**config.mk**
```make
export PLATFORM = sky130hd
export DESIGN_NAME = crc32_record_checker_core
export DESIGN_NICKNAME = d
export VERILOG_FILES = /design/src/hw/rtl/crc32rc_pkg.sv /design/src/hw/rtl/crc32rc_crc8.sv /design/src/hw/rtl/crc32rc_regs.sv /design/src/hw/rtl/crc32_record_checker_core.sv
export VERILOG_INCLUDE_DIRS = /design/src /design/src/hw/rtl
export SDC_FILE = /design/constraint.sdc
export NUM_CORES = 1
export LEC_CHECK = 0
export BUFFER_PORTS_ARGS = -buffer_cell sky130_fd_sc_hd__buf_2
export CAP_MARGIN = 20
export CELL_PAD_IN_SITES_DETAIL_PLACEMENT = 0
export CELL_PAD_IN_SITES_GLOBAL_PLACEMENT = 1
export CORE_MARGIN = 3
export CORE_UTILIZATION = 30
export CTS_CLUSTER_DIAMETER = 30
export CTS_CLUSTER_SIZE = 16
export DETAILED_ROUTE_END_ITERATION = 10
export PLACE_DENSITY_LB_ADDON = 0.15
export SLEW_MARGIN = 10
export SYNTH_ARGS = -nofsm -noshare
export SYNTH_HDL_FRONTEND = slang
export SYNTH_SLANG_ARGS = --single-unit
```
**constraint.sdc**
```tcl
create_clock -name aclk -period 6 [get_ports aclk]
set_clock_uncertainty 0.2 [all_clocks]
set_input_delay 0.6 -clock aclk [delete_from_list [all_inputs] [get_ports aclk]]
set_output_delay 0.6 -clock aclk [all_outputs]
set_load 0.05 [all_outputs]
```
**src/hw/rtl/crc32_record_checker_core_assert.svh**
```systemverilog
// Assertion macros shared by the record checker RTL.
// Each macro takes a label, a clock, an active-low reset, an antecedent and a consequent.
`ifndef CRC32_RECORD_CHECKER_CORE_ASSERT_SVH
`define CRC32_RECORD_CHECKER_CORE_ASSERT_SVH

// Same-cycle implication: when the antecedent holds, so must the consequent.
`define CRC32RC_ASSERT_SAME(label, clk, rstn, ante, cons) \
    label: assert property (@(posedge clk) disable iff (!(rstn)) (ante) |-> (cons)) \
        else $error("crc32rc assertion failed");

// Next-cycle implication: the consequent is checked after the antecedent holds.
`define CRC32RC_ASSERT_NEXT(label, clk, rstn, ante, cons) \
    label: assert property (@(posedge clk) disable iff (!(rstn)) (ante) |=> (cons)) \
        else $error("crc32rc assertion failed");

`endif

```
**src/hw/rtl/crc32rc_pkg.sv**
```systemverilog
// Package for the CRC-32 record checker: constants, register map and config type.
// It has no dependencies. All record checker modules import it.
package crc32rc_pkg;

    // Reflected CRC-32 constants.
    localparam logic [31:0] CRC_POLY = 32'hEDB8_8320;
    localparam logic [31:0] CRC_INIT = 32'hFFFF_FFFF;

    // Record framing constants.
    localparam logic [7:0] TRAILER_BYTES  = 8'd4;
    localparam logic [7:0] MIN_RECORD_LEN = 8'd5;
    localparam logic [7:0] COUNT_MAX      = 8'd255;

    // APB register map: register i sits at byte address 4*i.
    localparam int unsigned ADDR_W = 3;
    localparam int unsigned DATA_W = 32;

    typedef enum logic [0:0] {
        REG_EXPECTED_VERSION = 1'b0,
        REG_RECORD_LENGTH    = 1'b1
    } reg_index_t;

    // Reset values of the configuration registers.
    localparam logic [7:0] EXPECTED_VERSION_RST = 8'd2;
    localparam logic [7:0] RECORD_LENGTH_RST    = 8'd24;

    // Configuration handed from the register block to the datapath.
    typedef struct packed {
        logic [7:0] expected_version;
        logic [7:0] record_length;
    } cfg_t;

endpackage

```
**src/hw/rtl/crc32rc_crc8.sv**
```systemverilog
// Byte-wide unrolled update of a reflected CRC-32 register.
// Depends on crc32rc_pkg for the polynomial.
module crc32rc_crc8 (
    input  logic [31:0] crc_in,
    input  logic [7:0]  data_in,
    output logic [31:0] crc_out
);
    import crc32rc_pkg::*;

    // Fold the byte in, then shift eight times, one bit per step.
    always_comb begin
        logic [31:0] c;
        c = crc_in ^ {24'd0, data_in};
        for (int i = 0; i < 8; i++) begin
            c = (c >> 1) ^ (CRC_POLY & {32{c[0]}});
        end
        crc_out = c;
    end

endmodule

```
**src/hw/rtl/crc32rc_regs.sv**
```systemverilog
// APB configuration registers of the record checker: expected version and length.
// Depends on crc32rc_pkg for the register map, reset values and cfg_t.
module crc32rc_regs (
    input  logic                                aclk,
    input  logic                                aresetn,
    input  logic                                psel,
    input  logic                                penable,
    input  logic                                pwrite,
    input  logic [crc32rc_pkg::ADDR_W-1:0]      paddr,
    input  logic [crc32rc_pkg::DATA_W-1:0]      pwdata,
    output logic [crc32rc_pkg::DATA_W-1:0]      prdata,
    output logic                                pready,
    output crc32rc_pkg::cfg_t                   cfg
);
    import crc32rc_pkg::*;

    cfg_t       cfg_reg;
    reg_index_t reg_index;
    logic       write_en;

    assign pready    = 1'b1;
    assign reg_index = reg_index_t'(paddr[2]);
    assign write_en  = psel && penable && pwrite && pready;

    // Register writes complete in the access phase.
    always_ff @(posedge aclk) begin
        if (!aresetn) begin
            cfg_reg.expected_version <= EXPECTED_VERSION_RST;
            cfg_reg.record_length    <= RECORD_LENGTH_RST;
        end else if (write_en) begin
            unique case (reg_index)
                REG_EXPECTED_VERSION: cfg_reg.expected_version <= pwdata[7:0];
                REG_RECORD_LENGTH:    cfg_reg.record_length    <= pwdata[7:0];
                default:              cfg_reg <= cfg_reg;
            endcase
        end
    end

    // Read data is the addressed register, zero extended.
    always_comb begin
        unique case (reg_index)
            REG_EXPECTED_VERSION: prdata = {{(DATA_W-8){1'b0}}, cfg_reg.expected_version};
            REG_RECORD_LENGTH:    prdata = {{(DATA_W-8){1'b0}}, cfg_reg.record_length};
            default:              prdata = '0;
        endcase
    end

    assign cfg = cfg_reg;

endmodule

```
**src/hw/rtl/crc32_record_checker_core.sv**
```systemverilog
// Top level of the CRC-32 record checker: record state, result register and handshakes.
// Depends on crc32rc_pkg, crc32rc_regs, crc32rc_crc8 and the assertion macro header.
//
// Channel   Direction  Handshake          Payload
// s_        in         s_valid / s_ready  s_data_byte, s_last_byte
// m_        out        m_valid / m_ready  m_record_ok, m_version_match, m_checksum_match,
//                                         m_length_match, m_computed_crc
// APB       in         psel / penable     paddr, pwdata, prdata (pready always high)
//
// One item per cycle while s_ready is high: each byte updates the record state when it is accepted.
// The result of a last byte is registered and appears in the output register in the cycle after acceptance.
// The critical path is the byte-wide CRC update followed by the 32-bit trailer compare.
// Reset is synchronous and active low; it clears the record state and the result valid.
// s_ready is low only while a result waits and m_ready is low.
`include "crc32_record_checker_core_assert.svh"

module crc32_record_checker_core (
    input  logic                                aclk,
    input  logic                                aresetn,
    // Byte input channel.
    input  logic                                s_valid,
    output logic                                s_ready,
    input  logic [7:0]                          s_data_byte,
    input  logic                                s_last_byte,
    // Result channel.
    output logic                                m_valid,
    input  logic                                m_ready,
    output logic                                m_record_ok,
    output logic                                m_version_match,
    output logic                                m_checksum_match,
    output logic                                m_length_match,
    output logic [31:0]                         m_computed_crc,
    // Configuration port.
    input  logic                                psel,
    input  logic                                penable,
    input  logic                                pwrite,
    input  logic [crc32rc_pkg::ADDR_W-1:0]      paddr,
    input  logic [crc32rc_pkg::DATA_W-1:0]      pwdata,
    output logic [crc32rc_pkg::DATA_W-1:0]      prdata,
    output logic                                pready
);
    import crc32rc_pkg::*;

    cfg_t        cfg;

    // Record state.
    logic [31:0] crc_reg;
    logic [7:0]  byte_count_reg;
    logic [31:0] trailer_reg;
    logic        version_ok_reg;
    logic        overlong_reg;

    // Result register.
    logic        m_valid_reg;
    logic        record_ok_reg;
    logic        version_match_reg;
    logic        checksum_match_reg;
    logic        length_match_reg;
    logic [31:0] computed_crc_reg;

    // Per-byte next values.
    logic        accept;
    logic        first_byte;
    logic        crc_enable;
    logic [31:0] crc_stepped;
    logic [31:0] crc_next;
    logic [31:0] trailer_next;
    logic [7:0]  byte_count_next;
    logic        overlong_next;
    logic        version_ok_next;
    logic [31:0] computed_crc_next;
    logic        checksum_match_next;
    logic        length_match_next;

    crc32rc_regs u_regs (
        .aclk    (aclk),
        .aresetn (aresetn),
        .psel    (psel),
        .penable (penable),
        .pwrite  (pwrite),
        .paddr   (paddr),
        .pwdata  (pwdata),
        .prdata  (prdata),
        .pready  (pready),
        .cfg     (cfg)
    );

    // The byte leaving the four-byte trailer window is the one folded into the CRC.
    crc32rc_crc8 u_crc8 (
        .crc_in  (crc_reg),
        .data_in (trailer_reg[7:0]),
        .crc_out (crc_stepped)
    );

    // A new item is taken unless a finished result is still waiting and m_ready is low.
    assign s_ready = !m_valid_reg || m_ready;
    assign accept  = s_valid && s_ready;

    // Next record state for the byte on the input.
    always_comb begin
        first_byte      = (byte_count_reg == 8'd0) && !overlong_reg;
        version_ok_next = first_byte ? (s_data_byte == cfg.expected_version)
                                     : version_ok_reg;
        crc_enable      = (byte_count_reg >= TRAILER_BYTES) || overlong_reg;
        crc_next        = crc_enable ? crc_stepped : crc_reg;
        trailer_next    = {s_data_byte, trailer_reg[31:8]};
        overlong_next   = overlong_reg || (byte_count_reg == COUNT_MAX);
        byte_count_next = (byte_count_reg == COUNT_MAX) ? byte_count_reg
                                                        : byte_count_reg + 8'd1;
    end

    // Result fields, meaningful when the byte is the last of its record.
    always_comb begin
        computed_crc_next   = ~crc_next;
        checksum_match_next = (trailer_next == computed_crc_next);
        length_match_next   = !overlong_next && (cfg.record_length >= MIN_RECORD_LEN)
                              && (byte_count_next == cfg.record_length);
    end

    // Record state: advance on each item, clear after the last byte.
    always_ff @(posedge aclk) begin
        if (!aresetn) begin
            crc_reg        <= CRC_INIT;
            byte_count_reg <= 8'd0;
            trailer_reg    <= 32'd0;
            version_ok_reg <= 1'b0;
            overlong_reg   <= 1'b0;
        end else if (accept) begin
            if (s_last_byte) begin
                crc_reg        <= CRC_INIT;
                byte_count_reg <= 8'd0;
                trailer_reg    <= 32'd0;
                version_ok_reg <= 1'b0;
                overlong_reg   <= 1'b0;
            end else begin
                crc_reg        <= crc_next;
                byte_count_reg <= byte_count_next;
                trailer_reg    <= trailer_next;
                version_ok_reg <= version_ok_next;
                overlong_reg   <= overlong_next;
            end
        end
    end

    // Result valid: set by an accepted last byte, cleared when the result is taken.
    always_ff @(posedge aclk) begin
        if (!aresetn) begin
            m_valid_reg <= 1'b0;
        end else if (accept && s_last_byte) begin
            m_valid_reg <= 1'b1;
        end else if (m_ready) begin
            m_valid_reg <= 1'b0;
        end
    end

    // Result payload, loaded with the valid bit.
    always_ff @(posedge aclk) begin
        if (accept && s_last_byte) begin
            record_ok_reg      <= version_ok_next && checksum_match_next && length_match_next;
            version_match_reg  <= version_ok_next;
            checksum_match_reg <= checksum_match_next;
            length_match_reg   <= length_match_next;
            computed_crc_reg   <= computed_crc_next;
        end
    end

    assign m_valid          = m_valid_reg;
    assign m_record_ok      = record_ok_reg;
    assign m_version_match  = version_match_reg;
    assign m_checksum_match = checksum_match_reg;
    assign m_length_match   = length_match_reg;
    assign m_computed_crc   = computed_crc_reg;

    // Checks on the record state and the result register.
    `CRC32RC_ASSERT_NEXT(a_clear_after_last, aclk, aresetn, accept && s_last_byte, (byte_count_reg == 8'd0) && !overlong_reg && (crc_reg == CRC_INIT) && (trailer_reg == 32'd0))
    `CRC32RC_ASSERT_NEXT(a_result_after_last, aclk, aresetn, accept && s_last_byte, m_valid_reg)
    `CRC32RC_ASSERT_SAME(a_overlong_saturated, aclk, aresetn, overlong_reg, byte_count_reg == COUNT_MAX)
    `CRC32RC_ASSERT_SAME(a_ok_is_and, aclk, aresetn, m_valid_reg, record_ok_reg == (version_match_reg && checksum_match_reg && length_match_reg))

endmodule
```
# After elaboration in Yosys (flattened, before gate mapping)
# Index checks and enable logic that the tools add are counted.
dict set report op_classes {
  n_reduce_logical 19
  n_bitwise 11
  add_sub_neg 1
  n_eq_ne 4
  muxes 11
  order_cmp 2
}
# op n
set ops {}
lappend ops {{XOR 31 x 32 -> 32 bit} 8}
lappend ops {{2-to-1 mux 32 bit} 3}
lappend ops {{case mux 32 bit (2 select lines)} 1}
lappend ops {{equality test 32 bit} 1}
lappend ops {{inverter 32 bit} 1}
lappend ops {{XOR 32 x 8 -> 32 bit} 1}
lappend ops {{equality test 8 bit} 2}
lappend ops {{greater-or-equal comparator 8 x 3 -> 1 bit, second input constant} 2}
lappend ops {{2-to-1 mux 8 bit} 2}
lappend ops {{logical AND 1 bit} 9}
lappend ops {{adder 8 x 1 -> 8 bit, second input constant} 1}
lappend ops {{equality test 8 bit, second input constant} 1}
lappend ops {{zero test 8 bit} 1}
lappend ops {{2-to-1 mux 1 bit} 5}
lappend ops {{AND reduction 2 bit} 2}
lappend ops {{zero test 1 bit} 3}
lappend ops {{logical OR 1 bit} 3}
lappend ops {{nonzero test 2 bit} 1}
lappend ops {{inverter 1 bit} 1}
dict set report totals {
  register_bits 127
  input_bits 51
  out_inout_bits 71
  wordCells 61
}

# Depth between registers and ports, before layout
# Gate-level depths: netlist of the first run.
dict set report depth {
  depth_word 14
  mapped_depth 12
  mapped_depth_nobuf 9
}

# Hierarchy
# From an unflattened synthesis of the first run, not the netlist that was laid out.
dict set report hier_totals {
  cells_unflattened 848
  hier_area_um2 7936.4
}
# module instances seq_area_each_um2 area_each_um2 cells_per_inst
set by_module_without_submodules {}
lappend by_module_without_submodules {crc32_record_checker_core 1 2582.5 6153.4 674}
lappend by_module_without_submodules {crc32rc_regs 1 320.3 970.9 103}
lappend by_module_without_submodules {crc32rc_crc8 1 0.0 812.0 71}

# Worst setup path before layout of the first run
# OpenSTA, ideal clock, no wires.
dict set report synth_path {
  path_type {register -> register}
  startpoint {register byte_count_reg[4]}
  endpoint {register record_ok_reg, in the netlist m_record_ok (data pin)}
  synth_period_minus_slack_ps 3047
  setup_slack_ps 2953
  t_required_ps 5630
  arrival_time_ps 2678
  setup_ps 170
  path_stages_with_launch 12
  n_path_buf 3
  cell_sequence {dfxtp_1 buf_6 or4_4 or4_1 buf_4 buf_6 mux2i_1 xnor2_1 nand4_1 nor4_1 nand4_1 nor4_2}
}
dict set report synth_via {
  elab_chain_len 7
  elab_cells_between_ends 18
  classes_between {1 x add/sub; 1 x order compare; 3 x eq/ne; 3 x mux; 1 x bitwise; 9 x reduce/logical}
}
# element line
set synth_rtl {}
lappend synth_rtl {{from (decl)} crc32_record_checker_core.sv:48} ;# logic [7:0] byte_count_reg;
lappend synth_rtl {{from (signal assigned)} crc32_record_checker_core.sv:137} ;# byte_count_reg <= byte_count_next;
lappend synth_rtl {{greater-or-equal comparator 8 x 3 -> 1 bit} crc32_record_checker_core.sv:104} ;# crc_enable = (byte_count_reg >= TRAILER_BYTES) || overlong_reg;
lappend synth_rtl {{logical OR 1 bit} crc32_record_checker_core.sv:104}
lappend synth_rtl {{2-to-1 mux 32 bit} crc32_record_checker_core.sv:105} ;# crc_next = crc_enable ? crc_stepped : crc_reg;
lappend synth_rtl {{inverter 32 bit} crc32_record_checker_core.sv:114} ;# computed_crc_next = ~crc_next;
lappend synth_rtl {{net computed_crc_next[9]} crc32_record_checker_core.sv:71} ;# logic [31:0] computed_crc_next;
lappend synth_rtl {{equality test 32 bit} crc32_record_checker_core.sv:115} ;# checksum_match_next = (trailer_next == computed_crc_next);
lappend synth_rtl {{logical AND 1 bit (2 in a row)} crc32_record_checker_core.sv:159} ;# record_ok_reg <= version_ok_next && checksum_match_next && length_match_next;
lappend synth_rtl {{to (signal assigned)} crc32_record_checker_core.sv:159}
lappend synth_rtl {{to (decl)} crc32_record_checker_core.sv:55} ;# logic record_ok_reg;
# The timed path passes the listed nets, and every way through them passes these cells.
# A chain may end at the register's enable or synchronous reset.

# Final worst setup path of the first run
# Ends and elaborated chain as after synthesis.

==> results of run 1 <==
-- kinds of logic (layout without fill, tap and decap cells) --
group / count (synthesis) / after routing / synth area share (%)
AND/OR/NAND/NOR: 243 / 243 / 16.1
AO/OA/AOI/OAI: 153 / 153 / 14.4
XOR/XNOR: 129 / 129 / 20.8
flip-flops: 127 / 127 / 38.8
buffers and inverters: 91 / 125 / 6.21
multiplexers: 24 / 24 / 3.34
adder cells (fa/ha/maj): 2 / 2 / 0.334
other: 2 / 25 / 0.100
-- tightest hold or removal path: stages --
cell and delay [ns]:
buf_2 0.10, nand2_1 0.05, nand3_1 0.07
-- how the worst min path moves through the flow --
stage / depth (start not counted) / from / endpoint
final: 3 / pwdata[3] / u_regs.cfg[3]
after global routing: 3 / pwdata[3] / u_regs.cfg[3]
after CTS: 3 / pwdata[3] / u_regs.cfg[3]
after detailed placement: 2 / u_regs.cfg[9] / u_regs.cfg[9]
after global placement: 2 / u_regs.cfg[10] / u_regs.cfg[10]
after floorplan: 2 / trailer_reg[16] / trailer_reg[16]
-- where the power goes --
group / switching, W / total, W / internal [W] / leakage (nW)
combinational: 0.000289 / 0.000453 / 0.000164 / 1.87
clock: 0.000395 / 0.00104 / 0.000641 / 0.283
sequential: 0.0000340 / 0.000948 / 0.000914 / 1.09
-- per-layer routing --
layer  up-vias  share of wire [%]  GRT usage (%)
met3        16                3.4           3.08
met5         -                  0              0
met4         0                1.1           4.11
met2       109                 48           27.3
li1       2757                  -              -
met1      2752                 48           22.7
-- Yosys cell counts, types with 3 or more instances --
cell type	instances	area share [%]
o221a_2	3	0.45
inv_1	15	0.75
nor4_1	7	0.58
xnor2_2	4	0.87
xor3_1	5	1.6
nor3b_1	4	0.40
nand2_1	109	5.5
nand3b_1	23	2.3
clkbuf_1	41	2.1
and3_1	4	0.33
nor2_1	32	1.6
a21boi_0	42	4.2
buf_1	3	0.15
nand3_1	13	0.87
xor2_1	38	4.4
buf_2	3	0.20
o21ai_0	15	1.0
edfxtp_1	36	14
nor3_1	11	0.74
xnor3_1	14	4.2
a221oi_1	5	0.58
a21oi_1	29	1.9
xnor2_1	60	7.0
xnor2_4	6	2.2
mux2_2	8	1.2
buf_6	3	0.45
or4_1	3	0.30
dfxtp_1	91	24
a31oi_1	5	0.42
o22ai_1	3	0.25
or3_1	4	0.33
nand4_1	11	0.92
o211ai_1	32	3.2
buf_4	26	2.6
nor2b_1	10	0.84
mux2i_1	16	2.1
-- cell usage in the layout (no fill, tap or decap), types with 16 or more instances in the layout --
cell type and n:
a21oi_1 29, buf_2 70, nand3b_1 23, nor2_1 32, nand2_1 108, xnor2_1 60, mux2i_1 16, dfxtp_1 91
conb_1 25, xor2_1 38, o211ai_1 32, a21boi_0 42, clkbuf_16 19, edfxtp_1 36
-- per-stage QoR --
| stage | std cells | total power, W | setup WS, ns | cell area [um^2] | utilization [%] |
|---|---|---|---|---|---|
| after CTS | 1152 | 0.00246 | 2.11 | 8590 | 35.1 |
| after detailed placement | 1120 | 0.00142 | 2.14 | 8000 | 32.7 |
| final | 1152 | 0.00244 | 2.19 | 8590 | 35.1 |
| after global placement | 1120 | 0.00142 | 2.17 | 8000 | 32.7 |
| after global routing | 1152 | 0.00253 | 1.99 | 8590 | 35.1 |
| after floorplan | 794 | 0.00132 | 2.95 | 7580 | - |
-- final cells by class --
| type | instances | area, um^2 |
|---|---|---|
| clock inverters | 8 | 75.1 |
| multi-input cells | 576 | 4230 |
| inverters | 15 | 56.3 |
| fillers | 2496 | 15900 |
| flip-flops and latches | 127 | 2900 |
| repair buffers | 78 | 410 |
| well taps | 324 | 405 |
| clock buffers | 24 | 514 |
==> impl_metrics.json, run 1 <==
{
  "clk_pin_slew_ns": 0.06,
  "vias_per_cell": 4.89,
  "timing.reg2reg.setup_slack_ns": 2.19,
  "synth_cell_types": 62,
  "grt_pass1_wl_mm": 33.9,
  "cp_top_family": "simple AND/OR/NAND/NOR gates",
  "finalSetupTns_ns": 0,
  "route.vias.total": 5634,
  "cts_root_buffer": "clkbuf_16",
  "numCtsBuffers": 17,
  "drcViolationCount": 0,
  "antenna_found_initial": 0,
  "ctsResizeCount": 0,
  "drv_cap": 0,
  "cp_data_arrival_time_ns": 3.86,
  "worstPathCellList": "or4_4 > nor4_4 > buf_4 > a21oi_1 > a221o_1 > nor4_1 > nand4_1 > nor4_2",
  "crit_path_max_fanout": 16,
  "syn_inst": 771,
  "path_class": "flop to flop",
  "syn_to_final_growth_pct": 14.7,
  "gr-total-overflow": 0,
  "reg2reg_from": "byte_count_reg[4]",
  "syn-cell-area_mm2": 0.00749,
  "r2r_cells": 8,
  "start_util_pct": 30.6,
  "drt_iter0_markers": 405,
  "place_hpwl_mm": 15.6,
  "rsz0062_at_grt": "false",
  "grt_max_degree": 76,
  "ys_warn_count": 0,
  "synth_edf_count": 36,
  "wire_per_inst_um": 19.0,
  "n_antenna_cell": 0,
  "cp-end-kind": "flop",
  "drive_gt1_share_pct": 16.5,
  "vdd_drop_max_v": 0.000127,
  "grt_usage_pct": 16.7,
  "drt-total-wl_mm": 21.9,
  "clock-sinks": 127,
  "cts_tree": "done",
  "hold_path_class": "input pin to flop",
  "io_buffers": 70,
  "yosysSeqAreaShare_pct": 38.8,
  "critPathLaunch": "byte_count_reg[4]",
  "clockBufferDepth": 2,
  "cp_slowest_cell": "nor4_4",
  "ant_nets": 0,
  "gp_congestion": 0.880,
  "status": "completed",
  "first_pass_iters": 5,
  "final_hold_viol_count": 0,
  "slew_viol_final": 0,
  "power.static_leakage_nw": 3.24,
  "setup_viol": 0,
  "clk_latency_ns": 0.43,
  "crit_required_ns": 6.05,
  "synth_ff_type": "dfxtp_1",
  "tightest_slew_ns": 0.983,
  "timing.hold.ws_ns": 0.228,
  "post-route-period-util_pct": 63.6,
  "htree_levels": 4,
  "startpoint_type": "flop",
  "crit_cells": 8,
  "ioPinCount": 122,
  "die_h_um": 164,
  "first_global_vias": 5673,
  "fin_nets": 868,
  "fmax_ghz": 0.262,
  "critPathCapture": "m_record_ok",
  "num_rows": 57,
  "slew_headroom_pct": 34.0,
  "final.min_clock_period_ns": 3.81,
  "critical-path-max-stage-delay_ns": 0.75,
  "core_area_mm2": 0.0245,
  "reg2reg_to": "m_record_ok",
  "cp.buffers_inverters": 1,
  "hold_buffers": 0,
  "cts_setup_buffers": 0,
  "avgSynthCellArea_um2": 9.71,
  "die_x_um": 164,
  "synth_seq_cells": 127,
  "async_reset_ff_share_pct": 0,
  "p_per_area_mw_per_mm2": 284,
  "die_area_mm2": 0.0269
}
Power figures use the tool's default switching activity.
==> run 2, diff against run 1 <==
==> constraint.sdc (replaced) <==
create_clock -name aclk -period 3.6 [get_ports aclk]
set_clock_uncertainty 0.2 [all_clocks]
set_input_delay 0.36 -clock aclk [delete_from_list [all_inputs] [get_ports aclk]]
set_output_delay 0.36 -clock aclk [all_outputs]
set_load 0.05 [all_outputs]
==> run 2 against run 1 <==
Compared with the run above:
- critical path depth increased by 1
- largest power group unchanged
- global-route usage increased by 0.37 points
- non-clock buffer count increased by 32
- total power increased by 74%
- via count increased by 3.7%
- sequential power increased by 67%
==> impl_metrics.json, run 2 (synthesis gave the netlist of run 1 again) <==
{
  "drt-total-wl_mm": 22.2,
  "fillers": 2512,
  "ant_nets": 0,
  "die_h_um": 164,
  "die_area_mm2": 0.0269,
  "power.static_leakage_nw": 3.44,
  "cp_data_arrival_time_ns": 3.45,
  "routed-wl-met3_um": 823,
  "htree_levels": 4,
  "setup_viol": 0,
  "slew_viol_final": 0,
  "finalSetupTns_ns": 0,
  "layout_commonest_cell": "nand2_1",
  "start_util_pct": 30.6,
  "clockBufferDepth": 2,
  "gp_congestion": 0.883,
  "met2_length_mm": 10.5,
  "drv_cap": 0,
  "first_pass_iters": 5,
  "num_rows": 57,
  "total_power_w": 0.00423,
  "critical-path-max-stage-delay_ns": 0.59,
  "timing.hold.ws_ns": 0.0379,
  "clock-sinks": 127,
  "cts_root_buffer": "clkbuf_16",
  "ioPinCount": 122,
  "vias_per_cell": 4.93,
  "drt_iter0_markers": 350,
  "crit_path_max_fanout": 26,
  "route.vias.total": 5842,
  "grt_pass1_wl_mm": 34.6,
  "io_buffers": 70,
  "layout_common_cells": "nand2_1, dfxtp_1, buf_2",
  "cp-end-kind": "flop",
  "gr-total-overflow": 0,
  "clk_latency_ns": 0.42,
  "cts_tree": "done",
  "tightest_slew_ns": 0.885,
  "final_hold_viol_count": 0,
  "path_class": "flop to flop",
  "slew_headroom_pct": 41.0,
  "crit_required_ns": 3.65,
  "status": "completed",
  "place_hpwl_mm": 16.0,
  "grt_max_degree": 83,
  "n_antenna_cell": 0,
  "grt_usage_pct": 17.0,
  "syn_to_final_growth_pct": 19.3,
  "antenna_found_initial": 0,
  "hold_path_class": "input pin to flop",
  "cp_top_family": "simple AND/OR/NAND/NOR gates",
  "worstPathCellList": "or4_4 > or4_1 > buf_4 > buf_12 > and3_1 > nand4bb_1 > nor3b_1 > o211ai_1 > nor4_2",
  "final_area_mm2": 0.00893,
  "fmax_ghz": 0.294,
  "final.min_clock_period_ns": 3.40,
  "startpoint_type": "flop",
  "drive_gt1_share_pct": 19.2,
  "top_layer_used": "met4",
  "placed_area_mm2": 0.00821,
  "wl_met1_mm": 10.5,
  "first_global_vias": 5834,
  "die_x_um": 164,
  "cp_slowest_cell": "or4_4",
  "p_per_area_mw_per_mm2": 473,
  "numCtsBuffers": 17,
  "post-route-period-util_pct": 94.4,
  "drcViolationCount": 0,
  "clk_pin_slew_ns": 0.06,
  "cp.buffers_inverters": 2,
  "fin_nets": 900,
  "vdd_drop_max_v": 0.000228,
  "wire_per_inst_um": 18.8,
  "core_area_mm2": 0.0245,
  "rsz0062_at_grt": "false"
}
run 2: cell count changes in the layout (fill, tap and decap cells not counted), sizes merged:
cell	change
bufinv	+1
clkinvlp	-3
inv	+2
clkbuf	-1
buf	+25
dlygate4sd3	+7
clkinv	+1
run 2: path summary, 6_finish.rpt:
| check | slack, ns | depth (start not counted) | endpoint | from |
|---|---|---|---|---|
| setup reg to reg | 0.20 | 9 | m_record_ok | byte_count_reg[3] |
| hold / removal | 0.04 | 3 | u_regs.cfg[6] | pwdata[6] |
| hold reg to reg | 0.30 | 2 | u_regs.cfg[15] | u_regs.cfg[15] |
| setup / recovery | 0.20 | 9 | m_record_ok | byte_count_reg[3] |
run 2: layout make-up:
type                       instances  area, um^2  share of cell area (%)
multi-input combinational        576        4230                    47.4
tap                              324         405                    4.54
sequential                       127        2900                    32.5
timing repair buffer             110         693                    7.76
clock inverter                     9         114                    1.27
inverter                          15        56.3                   0.630
clock buffer                      23         532                    5.95
run 2: repair_timing:
| item | CTS | global route |
|---|---|---|
| endpoints found under the hold margin | 12 | 0 |
| hold buffers | 7 | 0 |
| setup endpoints to repair | 0 | 2 |
| gates resized for setup | 0 | 1 |
| buffers inserted | 0 | 0 |
run 2: power breakdown:
part / total (W) / switching (W) / internal [W]
Combinational: 0.000788 / 0.000486 / 0.000301
Sequential: 0.00158 / 0.0000570 / 0.00152
Clock: 0.00186 / 0.000672 / 0.00119
run 2: worst min-delay path, stage by stage:
cell,delay [ns]
buf_2,0.12
nand2_1,0.06
a21boi_0,0.07
run 2: per-stage QoR:
| stage | utilization [%] | worst slack [ns] | std cells |
|---|---|---|---|
| after floorplan | - | 0.553 | 794 |
| after global placement | 33.6 | 0.282 | 1145 |
| after detailed placement | 33.6 | 0.192 | 1145 |
| after CTS | 36.5 | 0.103 | 1184 |
| after global routing | 36.5 | 0.0357 | 1184 |
| final | 36.5 | 0.201 | 1184 |
run 2: routing by layer:
metal / vias up / track usage [%]
met3: 26 / 2.80
met4: 0 / 5.88
met2: 130 / 27.4
met1: 2866 / 23.2
met5: - / 0
li1: 2820 / -
==> run 3, diff against run 2 <==
--- a/config.mk
+++ b/config.mk
@@ -16,6 +16,7 @@
 export CTS_CLUSTER_SIZE = 16
 export DETAILED_ROUTE_END_ITERATION = 10
 export PLACE_DENSITY_LB_ADDON = 0.15
+export SETUP_SLACK_MARGIN = 0.5
 export SLEW_MARGIN = 10
 export SYNTH_ARGS = -nofsm -noshare
 export SYNTH_HDL_FRONTEND = slang
==> run 3 against run 2 <==
Compared with the run above:
- via count rose by 0.33%
- first-iteration DRC count rose by 6.0%
- count of clock-buffer cells in the layout did not move
- setup slack improved by 0.26 ns
- non-clock buffer count rose by 9
- critical path type unchanged
- critical endpoint unchanged
- highest routed layer unchanged
==> impl_metrics.json, run 3 (synthesis gave the netlist of run 1 again) <==
{
  "status": "completed",
  "placed_area_mm2": 0.00821,
  "p_sw_w": 0.00123,
  "drt_iter0_markers": 371,
  "r2r_cells": 9,
  "combPwrFrac_pct": 19.1,
  "rsz0062_at_grt": "true",
  "drive_gt1_share_pct": 22.2,
  "drv_cap": 0,
  "tightest_slew_ns": 0.879,
  "holdPathStages": 3,
  "slew_viol_final": 0,
  "slew_headroom_pct": 41.4,
  "grt_pass1_wl_mm": 35.1,
  "clk_latency_ns": 0.42,
  "htree_levels": 4,
  "die_area_mm2": 0.0269,
  "startpoint_type": "flop",
  "gr-total-overflow": 0,
  "drt-total-wl_mm": 22.6,
  "first_pass_iters": 5,
  "finalSetupTns_ns": 0,
  "hold_path_class": "input pin to flop",
  "fin_util_pct": 37.6,
  "core_area_mm2": 0.0245,
  "vias_per_cell": 4.91,
  "cts_tree": "done",
  "grt_max_degree": 83,
  "post-route-period-util_pct": 87.3,
  "timing.hold.ws_ns": 0.0295,
  "p_per_area_mw_per_mm2": 463,
  "fin_nets": 909,
  "clockBufferDepth": 2,
  "place_hpwl_mm": 16.0,
  "final.min_clock_period_ns": 3.14,
  "p_clk_share_pct": 43.7,
  "route.vias.total": 5861,
  "syn_to_final_growth_pct": 22.9,
  "final_hold_viol_count": 0,
  "setup_viol": 0,
  "p_sw_share_pct": 28.9,
  "die_h_um": 164,
  "timing.reg2reg.setup_slack_ns": 0.46,
  "io_buffers": 70,
  "vdd_drop_max_v": 0.000227,
  "clock-sinks": 127,
  "crit_required_ns": 3.65,
  "wire_per_inst_um": 19.0,
  "clk_pin_slew_ns": 0.06,
  "p_int_w": 0.00303,
  "final_area_mm2": 0.00920,
  "start_util_pct": 30.6,
  "layout_common_cells": "nand2_1, dfxtp_1, buf_2",
  "fmax_ghz": 0.318,
  "cp-end-kind": "flop",
  "ioPinCount": 122,
  "numCtsBuffers": 17,
  "first_global_vias": 5923,
  "antenna_found_initial": 0,
  "total_power_w": 0.00426,
  "grt_usage_pct": 17.3,
  "crit_path_max_fanout": 13,
  "num_rows": 57,
  "path_class": "flop to flop",
  "sequentialPowerShare_pct": 37.2,
  "fillers": 2500,
  "layout_commonest_cell": "nand2_1",
  "ant_nets": 0,
  "cp_data_arrival_time_ns": 3.19,
  "drcViolationCount": 0,
  "n_antenna_cell": 0,
  "gp_congestion": 0.883,
  "power.static_leakage_nw": 3.54,
  "cts_root_buffer": "clkbuf_16",
  "die_x_um": 164
}
-- run 3: power groups by stage --
stage                     Sequential [W]  Combinational [W]  Clock, W
after detailed placement         0.00161           0.000781         0
after CTS                        0.00158           0.000813   0.00190
after global routing             0.00159           0.000879   0.00197
after floorplan                  0.00166           0.000545         0
final                            0.00158           0.000815   0.00186
after global placement           0.00161           0.000781         0
-- run 3: cell type report --
| cell class | count | area (um^2) | area share, % |
|---|---|---|---|
| Timing Repair Buffer | 119 | 822 | 8.93 |
| Multi-Input combinational cell | 576 | 4370 | 47.4 |
| Clock inverter | 9 | 114 | 1.24 |
| Sequential cell | 127 | 2910 | 31.6 |
| Tap cell | 324 | 405 | 4.41 |
| Clock buffer | 23 | 532 | 5.78 |
| Inverter | 15 | 56.3 | 0.612 |
-- run 3: worst max-delay path, stage by stage, from the launching register on --
cell	delay, ns
dfxtp_2	0.35
or4_4	0.53
or4_4	0.45
buf_12	0.18
buf_16	0.16
and3_1	0.17
nand4bb_1	0.19
nor3b_2	0.28
o211ai_1	0.21
nor4_2	0.24
-- run 3: stage by stage --
| step | cells | setup WS, ns |
|---|---|---|
| floorplan | 794 | 0.553 |
| global placement | 1145 | 0.282 |
| detailed placement | 1145 | 0.192 |
| CTS | 1193 | 0.471 |
| global route | 1193 | 0.370 |
| finish | 1193 | 0.458 |
-- run 3: layer usage --
metal | global-route usage [%] | part of all wire [%] | wire length [um] | up-vias
met5 | 0 | 0 | 0 | -
met4 | 6.00 | 2.1 | 478 | 0
met3 | 3.00 | 4.0 | 904 | 30
met2 | 28.1 | 47 | 10700 | 134
met1 | 23.3 | 47 | 10500 | 2851
li1 | - | - | - | 2846
-- run 3: final timing paths --
| check | start | end |
|---|---|---|
| max | byte_count_reg[3] | m_record_ok |
| min | pwdata[6] | u_regs.cfg[14] |
| max reg2reg | byte_count_reg[3] | m_record_ok |
| min reg2reg | trailer_reg[0] | trailer_reg[0] |
-- run 3: what timing repair did --
| item | CTS | global route |
|---|---|---|
| buffers inserted | 8 | 0 |
| gates cloned | 1 | 0 |
| endpoints found under the hold margin | 12 | 0 |
| hold buffers | 7 | 0 |
| pin swaps | 10 | 5 |
| resized for setup | 26 | 8 |
| endpoints found under the setup margin | 2 | 2 |
